<file path="config.mk">
export PLATFORM = sky130hd
export DESIGN_NAME = lifetime_cohort_bound_tracker
export DESIGN_NICKNAME = d
export VERILOG_FILES = /design/src/hdl/lcbt_pkg.sv /design/src/hdl/lcbt_table.sv /design/src/hdl/lifetime_cohort_bound_tracker.sv
export SDC_FILE = /design/constraint.sdc
export NUM_CORES = 1
export LEC_CHECK = 0
export BUFFER_PORTS_ARGS = -buffer_cell sky130_fd_sc_hd__buf_2
export CAP_MARGIN = 40
export CORE_AREA = 5 5 173 175
export CTS_CLUSTER_SIZE = 14
export DETAILED_ROUTE_END_ITERATION = 12
export DIE_AREA = 0 0 178 180
export GPL_TIMING_DRIVEN = 0
export SYNTH_ARGS = -nofsm -noshare
export SYNTH_HDL_FRONTEND = slang
export SYNTH_SLANG_ARGS = --single-unit
</file>
<file path="constraint.sdc">
create_clock -name clk -period 14.3 [get_ports clk]
set_input_delay 2.86 -clock clk [delete_from_list [all_inputs] [get_ports clk]]
set_output_delay 2.86 -clock clk [all_outputs]
set_load 0.01 [all_outputs]
</file>
<file path="src/hdl/lcbt_pkg.sv">
// Shared types and constants for the lifetime cohort bound tracker.
// Holds the slot count, field widths, command and register codes, and the table control struct.
// No dependencies.
package lcbt_pkg;

    // Table geometry.
    localparam int SLOTS = 8;
    localparam int IDX_W = (SLOTS > 1) ? $clog2(SLOTS) : 1;

    // Field widths.
    localparam int CNT_W   = 8;
    localparam int CMD_W   = 2;
    localparam int BURST_W = 10;
    localparam int SUM_W   = $clog2(SLOTS * 255 + 1);

    // Command codes.
    localparam logic [CMD_W-1:0] CMD_TICK  = 2'd0;
    localparam logic [CMD_W-1:0] CMD_BURST = 2'd1;
    localparam logic [CMD_W-1:0] CMD_CLEAR = 2'd2;

    // Configuration register indexes (register i at byte address 4*i).
    localparam logic REG_LIFETIME = 1'b0;
    localparam logic REG_CEILING  = 1'b1;

    // Reset values of the configuration registers.
    localparam logic [CNT_W-1:0] LIFETIME_RST = 8'd60;
    localparam logic [CNT_W-1:0] CEILING_RST  = 8'd64;

    typedef logic [CNT_W-1:0] cnt_t;
    typedef logic [IDX_W-1:0] idx_t;

    // Control from the sequencer to the cohort table.
    typedef struct packed {
        logic clear;
        logic wr_en;
        idx_t wr_idx;
        cnt_t wr_frames;
        cnt_t wr_count;
        idx_t rd_idx;
    } tbl_ctrl_t;

endpackage

</file>
<file path="src/hdl/lcbt_table.sv">
// Cohort table: frames-left counters and item counts, one entry per slot.
// Depends on lcbt_pkg for the slot count, types and the control struct.
// One write port, one read port, and a clear that empties the whole table at once.
module lcbt_table (
    input  logic               clk,
    input  logic               rst_n,
    input  lcbt_pkg::tbl_ctrl_t ctrl,
    output lcbt_pkg::cnt_t     rd_frames,
    output lcbt_pkg::cnt_t     rd_count
);
    import lcbt_pkg::*;

    cnt_t frames_reg [SLOTS];
    cnt_t count_reg  [SLOTS];

    // Table storage; reset and the clear command empty every slot at once.
    always_ff @(posedge clk or negedge rst_n)
    begin
        if (!rst_n)
        begin
            for (int i = 0; i < SLOTS; i++)
            begin
                frames_reg[i] <= '0;
                count_reg[i]  <= '0;
            end
        end
        else if (ctrl.clear)
        begin
            for (int i = 0; i < SLOTS; i++)
            begin
                frames_reg[i] <= '0;
                count_reg[i]  <= '0;
            end
        end
        else if (ctrl.wr_en)
        begin
            frames_reg[ctrl.wr_idx] <= ctrl.wr_frames;
            count_reg[ctrl.wr_idx]  <= ctrl.wr_count;
        end
    end

    // Read port used by the slot walk.
    assign rd_frames = frames_reg[ctrl.rd_idx];
    assign rd_count  = count_reg[ctrl.rd_idx];

endmodule

</file>
<file path="src/hdl/lifetime_cohort_bound_tracker.sv">
// Top level of the cohort bound tracker; uses lcbt_pkg and the lcbt_table slot store.
// Sequence: an accepted command walks every slot through the shared slot update unit, then the
// finish state registers the result and out_valid; a burst merged into a slot also passes S_MERGE and S_ADDB.
// Flow: one command at a time; in_ready returns only once the result has been taken.
// Reset (rst_n, asynchronous): table cleared, lifetime 60, ceiling 64, no result pending.
module lifetime_cohort_bound_tracker (
    input  logic                         clk,
    input  logic                         rst_n,
    // Command channel.
    input  logic                         in_valid,
    output logic                         in_ready,
    input  logic [lcbt_pkg::CMD_W-1:0]   command,
    input  logic [lcbt_pkg::BURST_W-1:0] burst_count,
    // Result channel.
    output logic                         out_valid,
    input  logic                         out_ready,
    output logic [lcbt_pkg::CNT_W-1:0]   live_bound,
    output logic                         folded,
    // Configuration port.
    input  logic                         psel,
    input  logic                         penable,
    input  logic                         pwrite,
    input  logic [2:0]                   paddr,
    input  logic [31:0]                  pwdata,
    output logic [31:0]                  prdata,
    output logic                         pready
);
    import lcbt_pkg::*;

    localparam logic [2:0] S_IDLE  = 3'd0;
    localparam logic [2:0] S_WALK  = 3'd1;
    localparam logic [2:0] S_MERGE = 3'd2;
    localparam logic [2:0] S_ADDB  = 3'd3;
    localparam logic [2:0] S_FIN   = 3'd4;

    logic [2:0]       state_reg, state_next;
    logic [CMD_W-1:0] cmd_reg;
    cnt_t             tracked_reg;
    idx_t             idx_reg;
    logic             placed_reg;
    idx_t             best_idx_reg;
    cnt_t             best_f_reg;
    cnt_t             best_cnt_reg;
    logic [SUM_W-1:0] raw_reg;
    logic             folded_reg;
    cnt_t             bound_reg;
    logic             out_valid_reg;
    cnt_t             lifetime_reg;
    cnt_t             ceiling_reg;

    tbl_ctrl_t        ctrl;
    cnt_t             rd_frames;
    cnt_t             rd_count;

    logic             accept;
    logic             cfg_wr;
    logic             last_slot;
    logic             take_free;
    logic             new_best;
    cnt_t             contrib;
    cnt_t             tracked_in;
    logic [CNT_W:0]   merge_sum;
    cnt_t             merge_cnt;
    cnt_t             merge_f;

    assign pready   = 1'b1;
    assign cfg_wr   = psel && penable && pwrite;
    assign accept   = in_valid && in_ready;
    assign in_ready = (state_reg == S_IDLE) && !out_valid_reg;

    assign out_valid  = out_valid_reg;
    assign live_bound = bound_reg;
    assign folded     = folded_reg;

    // Register read-back.
    assign prdata = (paddr[2] == REG_CEILING) ? {24'd0, ceiling_reg} : {24'd0, lifetime_reg};

    // Configuration registers.
    always_ff @(posedge clk or negedge rst_n)
    begin
        if (!rst_n)
        begin
            lifetime_reg <= LIFETIME_RST;
            ceiling_reg  <= CEILING_RST;
        end
        else if (cfg_wr)
        begin
            if (paddr[2] == REG_LIFETIME)
            begin
                lifetime_reg <= pwdata[CNT_W-1:0];
            end
            else
            begin
                ceiling_reg <= pwdata[CNT_W-1:0];
            end
        end
    end

    // Burst size clamped to the ceiling when the transaction is accepted.
    assign tracked_in = (burst_count > {2'b00, ceiling_reg}) ? ceiling_reg
                                                             : burst_count[CNT_W-1:0];

    // Shared slot update unit: works on the slot under the walk index.
    assign last_slot = (idx_reg == idx_t'(SLOTS - 1));
    assign take_free = (cmd_reg == CMD_BURST) && !placed_reg && (rd_frames == '0);
    assign new_best  = (cmd_reg == CMD_BURST) && !placed_reg && (rd_frames > best_f_reg);

    // Merge into the longest-lived slot: saturated count, lifetime raised if longer.
    assign merge_sum = {1'b0, best_cnt_reg} + {1'b0, tracked_reg};
    assign merge_cnt = (merge_sum > {1'b0, ceiling_reg}) ? ceiling_reg : merge_sum[CNT_W-1:0];
    assign merge_f   = (lifetime_reg > best_f_reg) ? lifetime_reg : best_f_reg;

    always_comb
    begin
        ctrl           = '0;
        ctrl.rd_idx    = idx_reg;
        ctrl.clear     = accept && (command == CMD_CLEAR);
        ctrl.wr_idx    = idx_reg;
        ctrl.wr_frames = rd_frames;
        ctrl.wr_count  = rd_count;
        contrib        = (rd_frames != '0) ? rd_count : '0;

        if (state_reg == S_WALK)
        begin
            case (cmd_reg)
                CMD_TICK:
                begin
                    // Age a live slot; a slot that runs out drops its count.
                    ctrl.wr_en     = (rd_frames != '0);
                    ctrl.wr_frames = rd_frames - cnt_t'(1);
                    ctrl.wr_count  = (rd_frames == cnt_t'(1)) ? '0 : rd_count;
                    contrib        = (rd_frames > cnt_t'(1)) ? rd_count : '0;
                end
                CMD_BURST:
                begin
                    if (take_free)
                    begin
                        ctrl.wr_en     = 1'b1;
                        ctrl.wr_frames = lifetime_reg;
                        ctrl.wr_count  = tracked_reg;
                        contrib        = (lifetime_reg != '0) ? tracked_reg : '0;
                    end
                end
                default:
                begin
                end
            endcase
        end
        else if (state_reg == S_MERGE)
        begin
            ctrl.wr_en     = 1'b1;
            ctrl.wr_idx    = best_idx_reg;
            ctrl.wr_frames = merge_f;
            ctrl.wr_count  = merge_cnt;
        end
    end

    // Sequencer state.
    always_comb
    begin
        state_next = state_reg;
        unique case (state_reg)
            S_IDLE:
            begin
                if (accept)
                begin
                    state_next = S_WALK;
                end
            end
            S_WALK:
            begin
                if (last_slot)
                begin
                    if ((cmd_reg == CMD_BURST) && !placed_reg && !take_free)
                    begin
                        state_next = S_MERGE;
                    end
                    else
                    begin
                        state_next = S_FIN;
                    end
                end
            end
            S_MERGE:
            begin
                state_next = S_ADDB;
            end
            S_ADDB:
            begin
                state_next = S_FIN;
            end
            S_FIN:
            begin
                state_next = S_IDLE;
            end
            default:
            begin
                state_next = S_IDLE;
            end
        endcase
    end

    // Control registers.
    always_ff @(posedge clk or negedge rst_n)
    begin
        if (!rst_n)
        begin
            state_reg     <= S_IDLE;
            out_valid_reg <= 1'b0;
            idx_reg       <= '0;
            placed_reg    <= 1'b0;
        end
        else
        begin
            state_reg <= state_next;
            if (state_reg == S_FIN)
            begin
                out_valid_reg <= 1'b1;
            end
            else if (out_ready)
            begin
                out_valid_reg <= 1'b0;
            end

            if (accept)
            begin
                idx_reg    <= '0;
                placed_reg <= 1'b0;
            end
            else if (state_reg == S_WALK)
            begin
                idx_reg <= idx_reg + idx_t'(1);
                if (take_free)
                begin
                    placed_reg <= 1'b1;
                end
            end
        end
    end

    // Working and result registers.
    always_ff @(posedge clk)
    begin
        if (accept)
        begin
            cmd_reg      <= command;
            tracked_reg  <= tracked_in;
            raw_reg      <= '0;
            best_idx_reg <= '0;
            best_f_reg   <= '0;
            best_cnt_reg <= '0;
            folded_reg   <= 1'b0;
        end
        else
        begin
            unique case (state_reg)
                S_WALK:
                begin
                    raw_reg <= raw_reg + SUM_W'(contrib);
                    if (new_best)
                    begin
                        best_idx_reg <= idx_reg;
                        best_f_reg   <= rd_frames;
                        best_cnt_reg <= rd_count;
                    end
                end
                S_MERGE:
                begin
                    // Take out the old count of the merged slot, then add the new one.
                    raw_reg      <= raw_reg - SUM_W'(best_cnt_reg);
                    best_cnt_reg <= merge_cnt;
                    folded_reg   <= 1'b1;
                end
                S_ADDB:
                begin
                    raw_reg <= raw_reg + SUM_W'(best_cnt_reg);
                end
                S_FIN:
                begin
                    bound_reg <= (raw_reg > SUM_W'(ceiling_reg)) ? ceiling_reg
                                                                 : raw_reg[CNT_W-1:0];
                end
                default:
                begin
                end
            endcase
        end
    end

    lcbt_table u_table (
        .clk       (clk),
        .rst_n     (rst_n),
        .ctrl      (ctrl),
        .rd_frames (rd_frames),
        .rd_count  (rd_count)
    );

endmodule

</file>
==> After elaboration in Yosys (flattened, before gate mapping) <==
Index checks and enable logic that the tools add are counted.
W data, S select, Z words.
{ "word_totals": {"inputBits": 54, "register_bits": 201, "output_inout_bits": 44, "wordCells": 139} }
{ "classes": {"eq_ne": 11, "magnitude_cmp": 9, "mux": 48, "bitwise_logic": 4, "n_reduce_logical": 31, "addsub": 6} }
{ "ops": {"columns": ["op", "n"], "rows": [
  ["$mux W64", 4],
  ["$mux W8", 17],
  ["$bwmux W64", 2],
  ["$bmux W8 S3", 2],
  ["$pmux W11 S3", 1],
  ["$mux W16", 2],
  ["$pmux W16 S2", 1],
  ["$pmux W8 S2", 2],
  ["$demux W8 S3", 1],
  ["$add A11 B8 Y11", 2],
  ["$mux W20", 1],
  ["$mux W3", 6],
  ["$gt A8 B8 Y1", 2],
  ["$reduce_bool A8 Y1", 2],
  ["$reduce_and A2 Y1", 7],
  ["$pmux W3 S4", 1],
  ["$gt A11 B8 Y1", 1],
  ["$sub A11 B8 Y11", 1],
  ["$gt A10 B8 Y1", 1],
  ["$logic_and A1 B1 Y1", 10],
  ["$reduce_bool A2 Y1", 5],
  ["$add A8 B8 Y9", 1],
  ["$gt A9 B8 Y1", 1],
  ["$eq A8 B1 Y1 const B", 1],
  ["other kinds (20)", 35]
]} }

==> Depth between registers and ports, before layout <==
{ "logic_depth": {"depth_word": 14, "ltp_mapped": 22, "ltp_nobuf": 19} }

==> Hierarchy <==
Synthesis repeated with hierarchy kept, for this count alone.
{ "unflattened": {"hier_cells": 1374, "area_unflattened_um2": 12741.0} }
{ "modules_own_cells": {"columns": ["module", "cells_each", "seq_area_each_um2", "area_each_um2", "instances"], "rows": [
  ["lcbt_table", 646, 3203.1, 6387.4, 1],
  ["lifetime_cohort_bound_tracker", 728, 1767.9, 6353.6, 1]
]} }

==> Least setup slack after synthesis <==
Ideal clock, no wire load.
{ "synth_path": {"kind": "input to output", "start": "input port paddr[2]", "end": "output port prdata[1]", "path_buffers": 1, "required_ns": 11.440, "stages": 2, "arrival_time_ns": 3.550, "slack_ns": 7.890, "path_cell_list": "clkbuf_1 -> mux2_2"} }
{ "synth_between": {"elab_chain_cells": 1} }
{ "synth_lines": {"columns": ["element", "line_no", "text"], "rows": [
  ["start, declared", "lifetime_cohort_bound_tracker.sv:23", "input logic [2:0] paddr,"],
  ["$mux W8", "lifetime_cohort_bound_tracker.sv:76", "assign prdata = (paddr[2] == REG_CEILING) ? {24'd0, ceiling_reg} : {24'd0, lifetime_reg};"],
  ["end, declared", "lifetime_cohort_bound_tracker.sv:25", "output logic [31:0] prdata,"]
]} }
Every way passes these cells.

==> Worst setup path after layout <==
{ "layout_path": {"start": "input port paddr[2]", "end": "output port prdata[7]"} }
Same word-level chain as after synthesis.

==> impl_metrics.toml <==
[setup_path]
reg2regPathDepth = 21
worst-path-max-fanout = 10
worstPathCellList = "buf_2, clkbuf_1, mux2_2, buf_2"
critPathCaptureType = "output port"
worst_ep_arrival_time_ns = 3.89
critical-path-slowest-cell = "clkbuf_1"
cp-start-kind = "primary input"
worstPathRequired_ns = 11.44
crit_top_cell = "buf_2"
crit_type = "primary input to output port"
slowest_delay_ns = 0.40

[yosys]
synth_seq_cells = 201
async_flop_share = 0.756
yosys_warnings = 0
synth_area_leaders = "dfrtp_1, mux2_2, ha_1"
syn-cell-area_sq_um = 12500
yosys_most_used_dff = "dfrtp_1"
yosysTopAreaCell = "dfrtp_1"
synth_top_area_frac = 0.294
synth_seq_area_share = 0.398
syn_area_per_cell_sq_um = 10.1
ys_types = 77
syn-instance-count = 1232
synth_edf_count = 18

[global_route]
grtUsageTotal = 0.232
antenna_found_initial = 0
use_met2 = 0.368
grt_pass1_vias = 10100
grt_overflow_total = 0
grt_use_met1 = 0.327
grt_pass1_wl_um = 58800
grt_max_degree = 90
top_usage_layer = "met2"
met3_usage = 0.0401

[power]
power_density_nw_per_um2 = 231
peakVddDrop_mv = 0.109
p_leak_nw = 6.86
p_total_w = 0.00328

[cts]
cts_setup_buffers = 0
clk_pin_slew_ns = 0.06
cts-resized-gates = 0
clk_latency_ns = 0.53
cts_max_path_buffers = 3
cts.sinks = 201
cts_made_buffers = 24
ctsHoldBuffers = 0
cts_tree = "built"
htreeDepth = 1
cts_root_buffer = "clkbuf_16"

[cells_and_area]
diodes = 0
final_common_cell = "dfrtp_1"
area_growth_pct = 13.7
drive_gt1_frac = 0.197
nNetsFinal = 1453
fin_util = 0.502
layout_common_cells = "dfrtp_1, nand2_1, mux2_2, nor2_1, ha_1"

[place]
io_buffers = 46
routabilityCongestion = 0.889
hpwl_um = 27100

[routing]
ant_nets = 0
avgRoutedWirePerCell_um = 21.5
via_per_inst = 5.78
drtIter0Drc = 746
dr.pass1.iters = 5
routed-via-count = 10000
route.detailed.drc = 0
routed_wl_um = 37300

[timing]
skew_ns = 0.00764
tightest_slew_ns = 0.933
finalHoldViolCount = 0
relSlewSlack = 0.376
setup_violations = 0
tns_ns = 0
fmax_ghz = 0.148
rsz0062_at_grt = "false"
min_period_ns = 6.75
maxSlewViolCount = 0
period_share = 0.472

[die]
initial_core_util = 0.441
die_w_um = 178
io_pins = 98
coreArea_sq_um = 28300
dieArea_sq_um = 32000
die_h_um = 180
std_cell_rows = 62

[outcome]
status = "finished, final reports clean"

[worst_hold_path]
holdPathStages = 2
hold_path_class = "flip-flop to flip-flop"

[job]
maxCapViolCount = 0
## stage by stage
step	cell area, sq um	setup WS [ns]	instances	hold slack, ns
finish	14200	7.55	1733	0.480
global placement	13300	7.57	1685	0.467
global route	14200	7.50	1733	0.507
floorplan	12600	7.89	1255	0.445
detailed placement	13400	7.56	1692	0.475
CTS	14200	7.54	1733	0.484
## routing by layer
layer / up-vias / share of wire
met2: 344 / 0.45
met5: - / 0
met1: 4946 / 0.45
met3: 68 / 0.067
li1: 4656 / -
met4: 0 / 0.030
## final timing paths
check	from	to	slack (ns)
worst max-delay path	paddr[2]	prdata[7]	7.55
worst min-delay path	raw_reg[9]$_SDFFE_PP0P_	raw_reg[9]$_SDFFE_PP0P_	0.48
worst max register to register	idx_reg[1]$_DFFE_PN0P_	raw_reg[9]$_SDFFE_PP0P_	8.67
worst min register to register	raw_reg[9]$_SDFFE_PP0P_	raw_reg[9]$_SDFFE_PP0P_	0.48
max in group asynchronous	rst_n	u_table.count_reg[2]$_DFFE_PN0P_	11.18
min in group asynchronous	rst_n	ceiling_reg[0]$_DFFE_PN0P_	2.27
## worst max-delay path: cells and delay by family
| family | cells | cell delay [ns] |
|---|---|---|
| buf+inv | 3 | 0.63 |
| mux | 1 | 0.40 |
## cells in the mapped netlist (8+ instances only)
| library cell | count |
|---|---|
| and2_1 | 48 |
| nor2b_1 | 11 |
| ha_1 | 63 |
| a21o_1 | 43 |
| nand4_1 | 11 |
| o21ai_1 | 29 |
| dfxtp_1 | 31 |
| dfrtp_1 | 147 |
| buf_4 | 25 |
| and3_1 | 38 |
| nand3_1 | 46 |
| buf_2 | 14 |
| o21ai_0 | 21 |
| mux2_2 | 83 |
| edfxtp_1 | 18 |
| xnor2_1 | 15 |
| mux2_1 | 11 |
| a211oi_1 | 20 |
| mux4_2 | 28 |
| nand2b_1 | 10 |
| mux2i_1 | 56 |
| nor2_1 | 73 |
| nor3_1 | 22 |
| clkbuf_1 | 47 |
| a21oi_1 | 62 |
| inv_1 | 33 |
| o22ai_1 | 8 |
| nand2_1 | 93 |
## area by class of cell
| class | instances | area [sq um] |
|---|---|---|
| fill | 2587 | 14100 |
| multi-input combinational | 925 | 7000 |
| sequential | 201 | 4970 |
| clock buffer | 36 | 757 |
| buffer | 95 | 490 |
| tap | 384 | 480 |
| timing repair buffer | 53 | 322 |
| inverter | 34 | 128 |
| clock inverter | 5 | 63.8 |
## kinds of logic (layout without fill, tap and decap cells)
logic type	count (synthesis)	count (layout)	synth area share
AND/OR/NAND/NOR	383	383	0.156
adder cells (fa/ha/maj)	65	65	0.0663
buffers and inverters	129	223	0.0494
AO/OA/AOI/OAI	251	251	0.134
XOR/XNOR	22	22	0.0154
flip-flops	201	201	0.398
multiplexers	179	179	0.181
other	2	25	0.000601
## report_power, final
| group | total [W] | internal (W) | switching [W] |
|---|---|---|---|
| combinational | 0.00173 | 0.000707 | 0.00103 |
| sequential | 0.000920 | 0.000767 | 0.000153 |
| clock | 0.000631 | 0.000381 | 0.000249 |
(Power assumes the default switching activity.)
